### src/design/mrfc_pkg.sv
// shared types, function codes and length lookup for the modbus request frame checker
package mrfc_pkg;

  // result status codes
  typedef enum logic [1:0] {
    StOk       = 2'd0,
    StCrc      = 2'd1,
    StIllegal  = 2'd2,
    StOverflow = 2'd3
  } status_e;

  // supported modbus function codes
  localparam logic [7:0] FcReadCoils        = 8'd1;
  localparam logic [7:0] FcReadHolding      = 8'd3;
  localparam logic [7:0] FcReadInput        = 8'd4;
  localparam logic [7:0] FcWriteCoil        = 8'd5;
  localparam logic [7:0] FcWriteReg         = 8'd6;
  localparam logic [7:0] FcReadExcStatus    = 8'd7;
  localparam logic [7:0] FcDiagnostics      = 8'd8;
  localparam logic [7:0] FcCommEventCounter = 8'd11;
  localparam logic [7:0] FcCommEventLog     = 8'd12;
  localparam logic [7:0] FcWriteCoils       = 8'd15;
  localparam logic [7:0] FcWriteRegs        = 8'd16;
  localparam logic [7:0] FcReportServerId   = 8'd17;
  localparam logic [7:0] FcMaskWriteReg     = 8'd22;

  // length lookup codes besides real lengths
  localparam logic [3:0] LenUnsupported = 4'd0;
  localparam logic [3:0] LenCounted     = 4'd1;

  localparam logic [15:0] CrcInit = 16'hFFFF;
  localparam logic [15:0] CrcPoly = 16'hA001;

  typedef struct packed {
    logic [7:0] data_byte;
    logic       frame_start;
  } in_t;

  typedef struct packed {
    status_e     status;
    logic [7:0]  function_code;
    logic        broadcast;
    logic [15:0] first_word;
    logic [15:0] second_word;
    logic [8:0]  frame_length;
  } out_t;

  // expected frame length for a function code
  function automatic logic [3:0] length_for(input logic [7:0] fc);
    logic [3:0] len;
    case (fc) inside
      FcReadCoils, FcReadHolding, FcReadInput, FcWriteCoil, FcWriteReg,
      FcDiagnostics:                                      len = 4'd8;
      FcReadExcStatus, FcCommEventCounter, FcCommEventLog,
      FcReportServerId:                                   len = 4'd4;
      FcMaskWriteReg:                                     len = 4'd10;
      FcWriteCoils, FcWriteRegs:                          len = LenCounted;
      default:                                            len = LenUnsupported;
    endcase
    return len;
  endfunction

endpackage

### src/design/mrfc_crc_byte.sv
// unrolled one-byte crc-16 update, reflected polynomial
module mrfc_crc_byte
  import mrfc_pkg::*;
(
  input  logic [15:0] crc_i,
  input  logic [7:0]  data_i,
  output logic [15:0] crc_o
);

  always_comb begin
    logic [15:0] c;
    c = crc_i ^ {8'h00, data_i};
    for (int k = 0; k < 8; k++) begin
      if (c[0]) begin
        c = (c >> 1) ^ CrcPoly;
      end else begin
        c = c >> 1;
      end
    end
    crc_o = c;
  end

endmodule

### src/design/mrfc_frame_core.sv
// frame state registers and per-byte decision logic
module mrfc_frame_core
  import mrfc_pkg::*;
#(
  parameter int MAX_FRAME = 256
) (
  input  logic       clk_i,
  input  logic       rst_ni,
  input  logic       step_i,
  input  in_t        item_i,
  input  logic [7:0] own_address_i,
  output logic       emit_o,
  output out_t       result_o
);

  localparam logic [9:0] MaxFrame = 10'(MAX_FRAME);

  logic [8:0]  byte_index_q, byte_index_d;
  logic [15:0] crc_q, crc_d;
  logic [9:0]  exp_len_q, exp_len_d;
  logic [7:0]  func_q, func_d;
  logic        bcast_q, bcast_d;
  logic        skip_q, skip_d;
  logic [15:0] word_one_q, word_one_d;
  logic [15:0] word_two_q, word_two_d;

  logic [15:0] crc_base;
  logic [15:0] crc_next;
  logic [3:0]  len_code;
  logic        in_body;
  logic        emit;
  status_e     status;

  mrfc_crc_byte u_crc (
    .crc_i  (crc_base),
    .data_i (item_i.data_byte),
    .crc_o  (crc_next)
  );

  assign crc_base = item_i.frame_start ? CrcInit : crc_q;
  assign len_code = length_for(item_i.data_byte);

  always_comb begin
    // frame start clears the frame state first
    if (item_i.frame_start) begin
      byte_index_d = '0;
      crc_d        = CrcInit;
      exp_len_d    = '0;
      func_d       = '0;
      bcast_d      = 1'b0;
      skip_d       = 1'b0;
      word_one_d   = '0;
      word_two_d   = '0;
    end else begin
      byte_index_d = byte_index_q;
      crc_d        = crc_q;
      exp_len_d    = exp_len_q;
      func_d       = func_q;
      bcast_d      = bcast_q;
      skip_d       = skip_q;
      word_one_d   = word_one_q;
      word_two_d   = word_two_q;
    end
    emit    = 1'b0;
    status  = StOk;
    in_body = 1'b0;

    if (!skip_d) begin
      if ({1'b0, byte_index_d} >= MaxFrame) begin
        emit   = 1'b1;
        status = StOverflow;
      end else begin
        in_body = (exp_len_d == '0) || (({1'b0, byte_index_d} + 10'd2) < exp_len_d);
        crc_d   = crc_next;
        case (byte_index_d)
          9'd0: begin
            if (item_i.data_byte != own_address_i && item_i.data_byte != 8'd0) begin
              skip_d = 1'b1;
            end else begin
              bcast_d = (item_i.data_byte == 8'd0);
            end
          end
          9'd1: begin
            func_d = item_i.data_byte;
            if (len_code == LenUnsupported) begin
              emit   = 1'b1;
              status = StIllegal;
            end else if (len_code != LenCounted) begin
              exp_len_d = {6'd0, len_code};
            end
          end
          9'd2: if (in_body) word_one_d[15:8] = item_i.data_byte;
          9'd3: if (in_body) word_one_d[7:0]  = item_i.data_byte;
          9'd4: if (in_body) word_two_d[15:8] = item_i.data_byte;
          9'd5: if (in_body) word_two_d[7:0]  = item_i.data_byte;
          9'd6: begin
            if (func_d == FcWriteCoils || func_d == FcWriteRegs) begin
              exp_len_d = 10'd9 + {2'd0, item_i.data_byte};
            end
          end
          default: ;
        endcase
        byte_index_d = byte_index_d + 9'd1;
        if (!emit && !skip_d && exp_len_d != '0 && {1'b0, byte_index_d} == exp_len_d) begin
          emit   = 1'b1;
          status = (crc_d == 16'd0) ? StOk : StCrc;
        end
      end
      if (emit) begin
        skip_d = 1'b1;
      end
    end
  end

  always_comb begin
    result_o.status        = status;
    result_o.function_code = func_d;
    result_o.broadcast     = bcast_d;
    result_o.first_word    = word_one_d;
    result_o.second_word   = word_two_d;
    result_o.frame_length  = byte_index_d;
  end

  assign emit_o = step_i && emit;

  always_ff @(posedge clk_i or negedge rst_ni) begin
    if (!rst_ni) begin
      byte_index_q <= '0;
      crc_q        <= CrcInit;
      exp_len_q    <= '0;
      func_q       <= '0;
      bcast_q      <= 1'b0;
      skip_q       <= 1'b1;
      word_one_q   <= '0;
      word_two_q   <= '0;
    end else if (step_i) begin
      byte_index_q <= byte_index_d;
      crc_q        <= crc_d;
      exp_len_q    <= exp_len_d;
      func_q       <= func_d;
      bcast_q      <= bcast_d;
      skip_q       <= skip_d;
      word_one_q   <= word_one_d;
      word_two_q   <= word_two_d;
    end
  end

endmodule

### src/design/modbus_rtu_request_frame_checker_top.sv
// top level of the modbus rtu request frame checker
//
//   channel   direction  handshake              payload
//   in        input      in_valid_i/in_ready_o   in_data_i (in_t: data byte, frame start)
//   out       output     out_valid_o/out_ready_i out_data_o (out_t: status, words, length)
//   cfg       input      cfg_valid_i/cfg_ready_o cfg_data_i (own station address)
//
// one byte per cycle while the result register is not stalled; a taken byte waits in the input
// register and is processed out of it, and its result (if any) is registered in that same cycle
// reset leaves the checker waiting for a frame start, own address 1
// a stalled result only holds back the input register: one more byte is taken
// and waits while the result register is full
module modbus_rtu_request_frame_checker_top
  import mrfc_pkg::*;
#(
  parameter int MAX_FRAME = 256
) (
  input  logic       clk_i,
  input  logic       rst_ni,
  input  logic       in_valid_i,
  output logic       in_ready_o,
  input  in_t        in_data_i,
  output logic       out_valid_o,
  input  logic       out_ready_i,
  output out_t       out_data_o,
  input  logic       cfg_valid_i,
  output logic       cfg_ready_o,
  input  logic [7:0] cfg_data_i
);

  logic       in_valid_q, in_valid_d;
  in_t        in_q;
  logic       out_valid_q, out_valid_d;
  out_t       out_q;
  logic [7:0] own_address_q;

  logic       advance;
  logic       emit;
  out_t       result;

  // the held byte moves into the frame logic whenever the result slot is free or draining
  assign advance    = in_valid_q && (!out_valid_q || out_ready_i);
  assign in_ready_o = !in_valid_q || advance;
  assign cfg_ready_o = 1'b1;

  mrfc_frame_core #(
    .MAX_FRAME (MAX_FRAME)
  ) u_core (
    .clk_i         (clk_i),
    .rst_ni        (rst_ni),
    .step_i        (advance),
    .item_i        (in_q),
    .own_address_i (own_address_q),
    .emit_o        (emit),
    .result_o      (result)
  );

  // input register valid
  always_comb begin
    in_valid_d = in_valid_q;
    if (in_valid_i && in_ready_o) begin
      in_valid_d = 1'b1;
    end else if (advance) begin
      in_valid_d = 1'b0;
    end
  end

  // result register valid, a new result only lands in a free or draining slot
  always_comb begin
    out_valid_d = out_valid_q;
    if (emit) begin
      out_valid_d = 1'b1;
    end else if (out_ready_i) begin
      out_valid_d = 1'b0;
    end
  end

  always_ff @(posedge clk_i or negedge rst_ni) begin
    if (!rst_ni) begin
      in_valid_q    <= 1'b0;
      out_valid_q   <= 1'b0;
      own_address_q <= 8'd1;
    end else begin
      in_valid_q  <= in_valid_d;
      out_valid_q <= out_valid_d;
      if (cfg_valid_i && cfg_ready_o) begin
        own_address_q <= cfg_data_i;
      end
    end
  end

  // payload registers
  always_ff @(posedge clk_i) begin
    if (in_valid_i && in_ready_o) begin
      in_q <= in_data_i;
    end
    if (emit) begin
      out_q <= result;
    end
  end

  assign out_valid_o = out_valid_q;
  assign out_data_o  = out_q;

endmodule

### config.mk
export PLATFORM = sky130hd
export DESIGN_NAME = modbus_rtu_request_frame_checker_top
export DESIGN_NICKNAME = d
export VERILOG_FILES = /design/src/design/mrfc_pkg.sv /design/src/design/mrfc_crc_byte.sv /design/src/design/mrfc_frame_core.sv /design/src/design/modbus_rtu_request_frame_checker_top.sv
export SDC_FILE = /design/constraint.sdc
export NUM_CORES = 1
export LEC_CHECK = 0
export BUFFER_PORTS_ARGS = -buffer_cell sky130_fd_sc_hd__buf_2
export CAP_MARGIN = 10
export CORE_MARGIN = 4
export CORE_UTILIZATION = 54
export CTS_CLUSTER_DIAMETER = 200
export DETAILED_ROUTE_END_ITERATION = 16
export PLACE_DENSITY = 0.87
export SETUP_SLACK_MARGIN = 0.1
export SKIP_LAST_GASP = 1
export SLEW_MARGIN = 20
export SYNTH_ARGS = -nofsm -noshare
export SYNTH_HDL_FRONTEND = slang
export SYNTH_SLANG_ARGS = --single-unit
### constraint.sdc
create_clock -name clk_i -period 7.6 [get_ports clk_i]
set_input_delay 1.52 -clock clk_i [delete_from_list [all_inputs] [get_ports clk_i]]
set_output_delay 1.52 -clock clk_i [all_outputs]
set_load 0.1 [all_outputs]
==> results of run 1 <==
area by class of cell:
class / count / area, um2
Fill cell: 1145 / 5510
Sequential cell: 148 / 4030
Multi-Input combinational cell: 580 / 3650
Clock buffer: 19 / 443
Timing Repair Buffer: 81 / 423
Tap cell: 184 / 230
Clock inverter: 13 / 116
Inverter: 22 / 82.6
cell usage after synthesis (all sizes together) (3+ instances only):
cell type / instances / area share
nor4: 6 / 0.0047
a22o: 14 / 0.015
clkbuf: 39 / 0.018
xor2: 22 / 0.024
nor2b: 5 / 0.0039
or4: 5 / 0.0052
ha: 20 / 0.031
edfxtp: 61 / 0.23
xnor2: 37 / 0.041
nand3: 33 / 0.021
a221o: 5 / 0.0063
o21ai: 52 / 0.033
a21oi: 21 / 0.013
nand4: 10 / 0.0086
o22ai: 11 / 0.0094
nor2: 55 / 0.026
inv: 19 / 0.0090
a21o: 7 / 0.0066
nor3: 13 / 0.0082
dfrtp: 69 / 0.22
dfstp: 18 / 0.059
nand2b: 3 / 0.0024
clkinv: 3 / 0.0014
buf: 13 / 0.0077
a31oi: 7 / 0.0055
and2: 11 / 0.0087
mux2: 9 / 0.013
a31o: 8 / 0.0088
mux2i: 24 / 0.030
and4: 6 / 0.0066
a41oi: 4 / 0.0053
nand2: 150 / 0.071
flip-flops by register name (all words and copies together) (netlist names):
signal,cells
out_data_o,52
u_core.crc_q,16
u_core.word_one_q,16
u_core.word_two_q,16
u_core.exp_len_q,10
in_q,9
u_core.byte_index_q,9
own_address_q,8
u_core.func_q,8
in_valid_q,1
out_valid_o,1
u_core.bcast_q,1
u_core.skip_q,1
cells by family (layout without fill, tap and decap cells):
kind of cell,Yosys count,in the layout,share of synthesized area
other,1,1,0.000471
AND/OR/NAND/NOR,312,312,0.182
adder cells (fa/ha/maj),20,20,0.0315
multiplexers,33,33,0.0429
buffers and inverters,74,135,0.0365
flip-flops,148,148,0.507
AO/OA/AOI/OAI,155,155,0.135
XOR/XNOR,59,59,0.0650
power by group through the flow:
stage	Combinational [mW]	Clock [mW]	Sequential, mW
3_3_place_gp	0.975	0	1.16
6_report	1.01	0.798	1.16
4_1_cts	1.00	0.813	1.16
3_5_place_dp	0.997	0	1.17
5_1_grt	1.09	0.850	1.18
2_1_floorplan	0.597	0	1.34
worst min-delay path, cell delays in order (launching register included):
cell     delay, ns
dfstp_2       0.38
nand2_1       0.05
nand2_1       0.04
layer usage:
layer | wire (um) | global-route usage | up-vias
met2 | 10100 | 0.409 | 320
met3 | 1770 | 0.0528 | 56
met4 | 578 | 0.108 | 0
met5 | 0 | 0 | -
met1 | 8210 | 0.341 | 3095
li1 | - | - | 2939
metrics by stage:
stage | cell area (um2) | hold WS (ns) | instances | utilization
finish | 8970 | 0.476 | 1047 | 0.620
global route | 8970 | 0.490 | 1047 | 0.620
CTS | 8970 | 0.476 | 1047 | 0.620
floorplan | 7960 | 0.439 | 802 | -
detailed placement | 8410 | 0.465 | 1015 | 0.581
global placement | 8410 | 0.450 | 1015 | 0.581
how the worst max path moves through the flow:
stage,end,slack [ns],cells after the start
finish,out_data_o[47],2.31,14
global route,out_data_o[47],1.86,14
CTS,out_data_o[48],2.38,14
detailed placement,out_data_o[42],2.40,14
global placement,out_data_o[43],2.61,14
floorplan,out_data_o[0],0.39,18
==> metrics.cfg, run 1 <==
[outcome]
status=completed

[global_routing]
grt_max_degree=61
grt_pass1_wl_um=32700
antenna_found_initial=0
gr-usage-all-layers=0.256
globalRouteOverflowTotal=0
grt_pass1_vias=6211

[sta]
finalWorstSetupSlack_ns=2.31
tightest_slew_ns=1.01
fin_skew_ns=0.0140
setup_viol=0
finalCritPeriodShare=0.696
slew_violations=0
slew_headroom=0.326
rsz0062_at_grt=false
tns_ns=0
fmax_mhz=189
min_period_ns=5.29
finalHoldViolCount=0

[critical_path]
path_class=flip-flop to flip-flop
cp_top_family=compound AO/OA/AOI/OAI gates
critPathBufInv=3
timing.rr.start=in_q[0]
cp_cell_sequence=buf_4, clkinv_1, nand2_1, ha_1, or4b_2, o21ai_1, nand3_1, a2bb2oi_1, o21ai_0, xor2_1, a311oi_1, nand4_2, a21boi_4, buf_4
worstSetupStartpoint=in_q[0]
crit_arrival_ns=5.35
ff2ff_path_depth=14
critPathCaptureType=flip-flop
cp_data_required_time_ns=7.67
ff2ff_setup_slack_ns=2.31
cp_slowest_cell=or4b_2
crit_fanout=52
cp-start-kind=flip-flop
cp_common_cell=buf_4
cpPeakStageDelay_ns=0.62
rr_endpoint=out_data_o[47]

[pwr]
seqPwrFrac=0.392
finalPower_mw=2.97
p_switching_mw=1.19
cell_internal_pwr_mw=1.77
pwr_density_cell_nw_per_um2=330
p_comb_frac=0.340
clkPwrFrac=0.269
worst_ir_drop_vdd_v=0.000282
swShare=0.403
leakagePower_nw=3.83

[synthesis]
syn_nets=844
postSynthAreaPerCell_um2=9.92
ys_seq_area_frac=0.507
ys_async_sr_fraction=0.588
synth_seq_cells=148
netlist_area_um2=7960
yosys_warnings=0
synth_cells=802
synth_edf_count=61
synthDistinctLibCells=73
ys.flop_type=dfrtp_1

[floorplanning]
die-area_um2=16700
core_um2=14500
initial_core_util=0.549
die_h_um=129
ios=77
dieWidth_um=129
core.rowCount=44

[cts]
h-tree-depth=4
cts-root-buf=clkbuf_16
hold_buffers=0
cts_num_sinks=148
clk_pin_slew_ns=0.07
cts_tree=yes
insertion_delay_ns=0.44
post_cts_buffers=0
cts_buffers=17
cts_buffer_depth=2
cts_resized=0

[worst_hold_path]
hold_path.class=flip-flop to flip-flop
hold_end=u_core.crc_q[8]
hold_path_depth=2
hold_start=u_core.crc_q[8]

[routing]
viasPerCell=6.12
drc_errors=0
wire_per_inst_um=19.7
drt_iter0_drc=688
drt-pass1-iter-count=6
routed_wl_um=20700
ant_nets=0
vias=6410

[job]
cap_violations=0

[cells_and_area]
nNetsFinal=892
drive_above_1_share=0.189
antenna_cells=0
mostFrequentLayoutCell=nand2_1
layout_common_cells=150 x nand2_1, 74 x buf_2, 69 x dfrtp_1
syn_to_final_growth_pct=12.8

[placement]
globalplace.congestion=0.918
dp_hpwl_um=14600
portBuffers=75
place_ws_ns=2.40

No activity file was read; power rests on OpenSTA's default activity.
==> inputs of run 2 (changes only) <==
Settings changed: CORE_UTILIZATION 54 to 55, PLACE_DENSITY 0.87 to 0.85.
Clock period 7.6 ns to 5.28 ns, I/O delays scaled along.
==> run 2 against run 1 <==
Against the previous run:
- global-route usage up 0.52 points
- die area down 1.7%
- worst setup slack worse by 1.7 ns
- first-iteration DRC count increased by 49%
- non-clock buffer count rose by 4
- core utilization is 2.6 points higher
- clock-buffer cell count is the same
- sequential power up 43%
- critical path type unchanged
==> metrics.cfg, run 2 (synthesis gave the netlist of run 1 again) <==
[critical_path]
ff2ff_path_depth=12
crit_fanout=52
cpPeakStageDelay_ns=0.66
crit_end=out_data_o[42]
cp-start-kind=flip-flop
path_depth=12
critPathBufInv=2
crit_arrival_ns=4.70
ff2ff_setup_slack_ns=0.65
critPathCaptureType=flip-flop
cp_cell_sequence=clkinv_1, ha_1, or4b_2, o2111ai_1, nand2_1, a2bb2oi_1, o21ai_0, xor2_1, a311oi_1, nand4_2, a21boi_4, buf_4
cp_slowest_cell=or4b_2
worstSetupStartpoint=in_q[2]
rr_endpoint=out_data_o[42]
path_class=flip-flop to flip-flop
cp_top_family=compound AO/OA/AOI/OAI gates
cp_data_required_time_ns=5.35
timing.rr.start=in_q[2]

[routing]
wire_per_inst_um=19.8
drc_errors=0
drt_iter0_drc=1024
routed_wl_um=20700
ant_nets=0
drt-pass1-iter-count=6
viasPerCell=6.19
vias=6479

[job]
cap_violations=0

[floorplanning]
initial_core_util=0.567
core_um2=14000
dieWidth_um=128
die_h_um=128
die-area_um2=16500
core.rowCount=43
ios=77

[cts]
insertion_delay_ns=0.44
cts_buffer_depth=2
cts_resized=0
cts_tree=yes
post_cts_buffers=0
cts_num_sinks=148
h-tree-depth=4
cts_buffers=17
cts-root-buf=clkbuf_16
clk_pin_slew_ns=0.06
hold_buffers=0

[cells_and_area]
drive_above_1_share=0.193
antenna_cells=0
layout_common_cells=150 x nand2_1, 74 x buf_2, 69 x dfrtp_1
utilization=0.645
fin_area_um2=9060
largest_reg_flops=52
nNetsFinal=896
fillers=1095
mostFrequentLayoutCell=nand2_1
syn_to_final_growth_pct=13.9

[global_routing]
antenna_found_initial=0
grt_pass1_vias=6212
gr-usage-all-layers=0.261
globalRouteOverflowTotal=0
grt_pass1_wl_um=33300
grt_max_degree=65

[placement]
globalplace.congestion=0.991
placed_area_um2=8450
portBuffers=75
dp_hpwl_um=14400

[sta]
fin_skew_ns=0.00989
tightest_slew_ns=0.858
setup_viol=0
min_period_ns=4.63
finalCritPeriodShare=0.877
slew_violations=0
fmax_mhz=216
tns_ns=0
holdWs_ns=0.472
slew_headroom=0.428
rsz0062_at_grt=false
finalHoldViolCount=0

[pwr]
worst_ir_drop_vdd_v=0.000605
finalPower_mw=4.40
leakagePower_nw=3.89
pwr_density_cell_nw_per_um2=486

[outcome]
status=completed

[worst_hold_path]
hold_path.class=flip-flop to flip-flop

-- run 2: changes by cell type in the layout (fill, tap and decap cells not counted), sizes merged --
cell and change:
buf +4, bufinv +3, clkinv +2, clkinvlp -2, inv -3
-- run 2: cell type report --
class                      instances  area (um2)  area share
tap                              180         225      0.0249
clock buffer                      19         443      0.0489
inverter                          22        82.6     0.00911
sequential                       148        4030       0.445
timing repair buffer              85         453      0.0500
clock inverter                    13         173      0.0191
multi-input combinational        580        3650       0.403
-- run 2: worst register-to-register path, stage by stage (launching register included) --
cell and delay, ns:
edfxtp_1 0.55, clkinv_1 0.38, ha_1 0.32, or4b_2 0.66, o2111ai_1 0.17, nand2_1 0.16, a2bb2oi_1 0.25, o21ai_0 0.31
xor2_1 0.11, a311oi_1 0.33, nand4_2 0.28, a21boi_4 0.18, buf_4 0.54
-- run 2: layer usage --
layer	vias to the layer above	track usage	part of all wire
li1	2949	-	-
met1	3128	0.354	0.41
met2	346	0.398	0.47
met3	56	0.0663	0.087
met4	0	0.112	0.027
met5	-	0	0
-- run 2: how the worst min path moves through the flow --
stage	startpoint	endpoint	slack, ns	cells after the start
floorplan	u_core.crc_q[15]	u_core.crc_q[15]	0.44	2
CTS	u_core.crc_q[10]	u_core.crc_q[10]	0.47	2
global placement	u_core.crc_q[15]	u_core.crc_q[15]	0.45	2
global route	u_core.crc_q[10]	u_core.crc_q[10]	0.47	2
finish	u_core.crc_q[10]	u_core.crc_q[10]	0.47	2
detailed placement	u_core.crc_q[10]	u_core.crc_q[10]	0.46	2
-- run 2: stage by stage --
| step | instances | setup WS, ns |
|---|---|---|
| floorplan | 802 | 0.108 |
| global placement | 1015 | 0.796 |
| detailed placement | 1015 | 0.677 |
| CTS | 1047 | 0.687 |
| global route | 1047 | 0.335 |
| finish | 1047 | 0.650 |
-- run 2: where the power goes --
part           switching (mW)  internal, mW
logic                    1.03         0.454
registers               0.185          1.48
clock network           0.490         0.763
total                    1.71          2.69
==> inputs of run 3 (changes only) <==
Settings changed: CORE_UTILIZATION 55 to 60, PLACE_DENSITY 0.85 to 0.91.
==> run 3 against run 2 <==
Against the previous run:
- global-route usage is 2.1 points higher
- sequential share of layout area is 0.38 points higher
- sequential power hardly changed
- critical path depth stayed put
- combinational power hardly changed
- first-iteration DRC count is 6.3% lower
- worst hold slack worse by 0.0067 ns
- non-clock buffer count is 1 lower
==> metrics.cfg, run 3 (synthesis gave the netlist of run 1 again) <==
[floorplanning]
initial_core_util=0.620
dieWidth_um=123
core_um2=12800
die_h_um=123
core.rowCount=41
ios=77
die-area_um2=15200

[cts]
cts-root-buf=clkbuf_16
cts_buffers=17
h-tree-depth=4
post_cts_buffers=0
cts_resized=0
clk_pin_slew_ns=0.06
cts_buffer_depth=2
hold_buffers=0
cts_num_sinks=148
insertion_delay_ns=0.44
cts_tree=yes

[cells_and_area]
mostFrequentLayoutCell=nand2_1
fillers=921
drive_above_1_share=0.191
antenna_cells=0
layout_common_cells=150 x nand2_1, 74 x buf_2, 69 x dfrtp_1
syn_to_final_growth_pct=12.9
nNetsFinal=895
instances_no_fill=1038
fin_area_um2=8980
largest_reg_flops=52

[critical_path]
path_class=flip-flop to flip-flop
cp-start-kind=flip-flop
timing.rr.start=in_q[1]
ff2ff_setup_slack_ns=0.66
crit_end=out_data_o[44]
rr_endpoint=out_data_o[44]
ff2ff_path_depth=12
critPathCaptureType=flip-flop
crit_fanout=52
worstSetupStartpoint=in_q[1]
crit_arrival_ns=4.70
cp_data_required_time_ns=5.35

[sta]
tightest_slew_ns=1.07
fin_skew_ns=0.00946
finalHoldViolCount=0
tns_ns=0
slew_violations=0
slew_headroom=0.281
setup_viol=0
finalCritPeriodShare=0.876
rsz0062_at_grt=false
min_period_ns=4.62
fmax_mhz=216

[routing]
ant_nets=0
drt_iter0_drc=960
routed_wl_um=20400
drc_errors=0
drt-pass1-iter-count=6
wire_per_inst_um=19.6
viasPerCell=6.32
vias=6564

[outcome]
status=completed

[global_routing]
grt_max_degree=61
antenna_found_initial=0
grt_pass1_wl_um=32600
globalRouteOverflowTotal=0
grt_pass1_vias=6292
gr-usage-all-layers=0.282

[placement]
placed_area_um2=8430
place_inst=1006
globalplace.congestion=0.995
dp_hpwl_um=14300
portBuffers=75

[worst_hold_path]
hold_path.class=flip-flop to flip-flop

[pwr]
leakagePower_nw=3.84
worst_ir_drop_vdd_v=0.000486
pwr_density_cell_nw_per_um2=476

[job]
cap_violations=0

[run 3: cell types whose count changed in the layout (fill, tap and decap cells not counted), sizes merged]
cell      change
clkinvlp      +4
clkbuf        -2
bufinv        -2
buf           -1
[run 3: area by class of cell]
class / instances / area (um2) / area share
tap: 172 / 215 / 0.0240
clock buffer: 17 / 425 / 0.0473
clock inverter: 15 / 131 / 0.0146
timing repair buffer: 84 / 445 / 0.0496
sequential: 148 / 4030 / 0.449
inverter: 22 / 82.6 / 0.00919
multi-input combinational: 580 / 3650 / 0.407
[run 3: critical path: stages, from the launching register on]
cell and delay (ns):
edfxtp_1 0.62, inv_1 0.34, ha_1 0.35, or4b_2 0.62, o2111ai_1 0.17, nand2_1 0.16
a2bb2oi_1 0.26, o21ai_0 0.26, xor2_1 0.10, a311oi_1 0.36, nand4_2 0.28, a21boi_4 0.18
buf_4 0.52
[run 3: stage by stage]
step | worst slack (ns) | total power, mW | utilization | hold WS, ns
floorplan | 0.108 | 2.79 | - | 0.439
global placement | 0.866 | 3.06 | 0.657 | 0.447
detailed placement | 0.737 | 3.12 | 0.657 | 0.458
CTS | 0.732 | 4.27 | 0.701 | 0.470
global route | 0.377 | 4.47 | 0.701 | 0.486
finish | 0.656 | 4.28 | 0.701 | 0.466
[run 3: worst min-delay path by stage]
stage / startpoint / to / depth (start not counted)
5_1_grt: u_core.crc_q[15] / u_core.crc_q[15] / 2
3_3_place_gp: u_core.crc_q[15] / u_core.crc_q[15] / 2
3_5_place_dp: u_core.bcast_q / u_core.bcast_q / 2
6_report: u_core.crc_q[15] / u_core.crc_q[15] / 2
4_1_cts: u_core.crc_q[9] / u_core.crc_q[9] / 2
2_1_floorplan: u_core.crc_q[15] / u_core.crc_q[15] / 2
[run 3: metal layers]
layer	share of wire	wire length [um]	global-route usage
met5	0	0	0
met3	0.10	2070	0.0627
met1	0.39	7960	0.375
met4	0.035	717	0.136
met2	0.47	9610	0.440
[run 3: report_power, final]
group          internal (mW)  switching, mW
combinational          0.448           1.02
sequential              1.48          0.188
clock                  0.648          0.494
total                   2.57           1.70
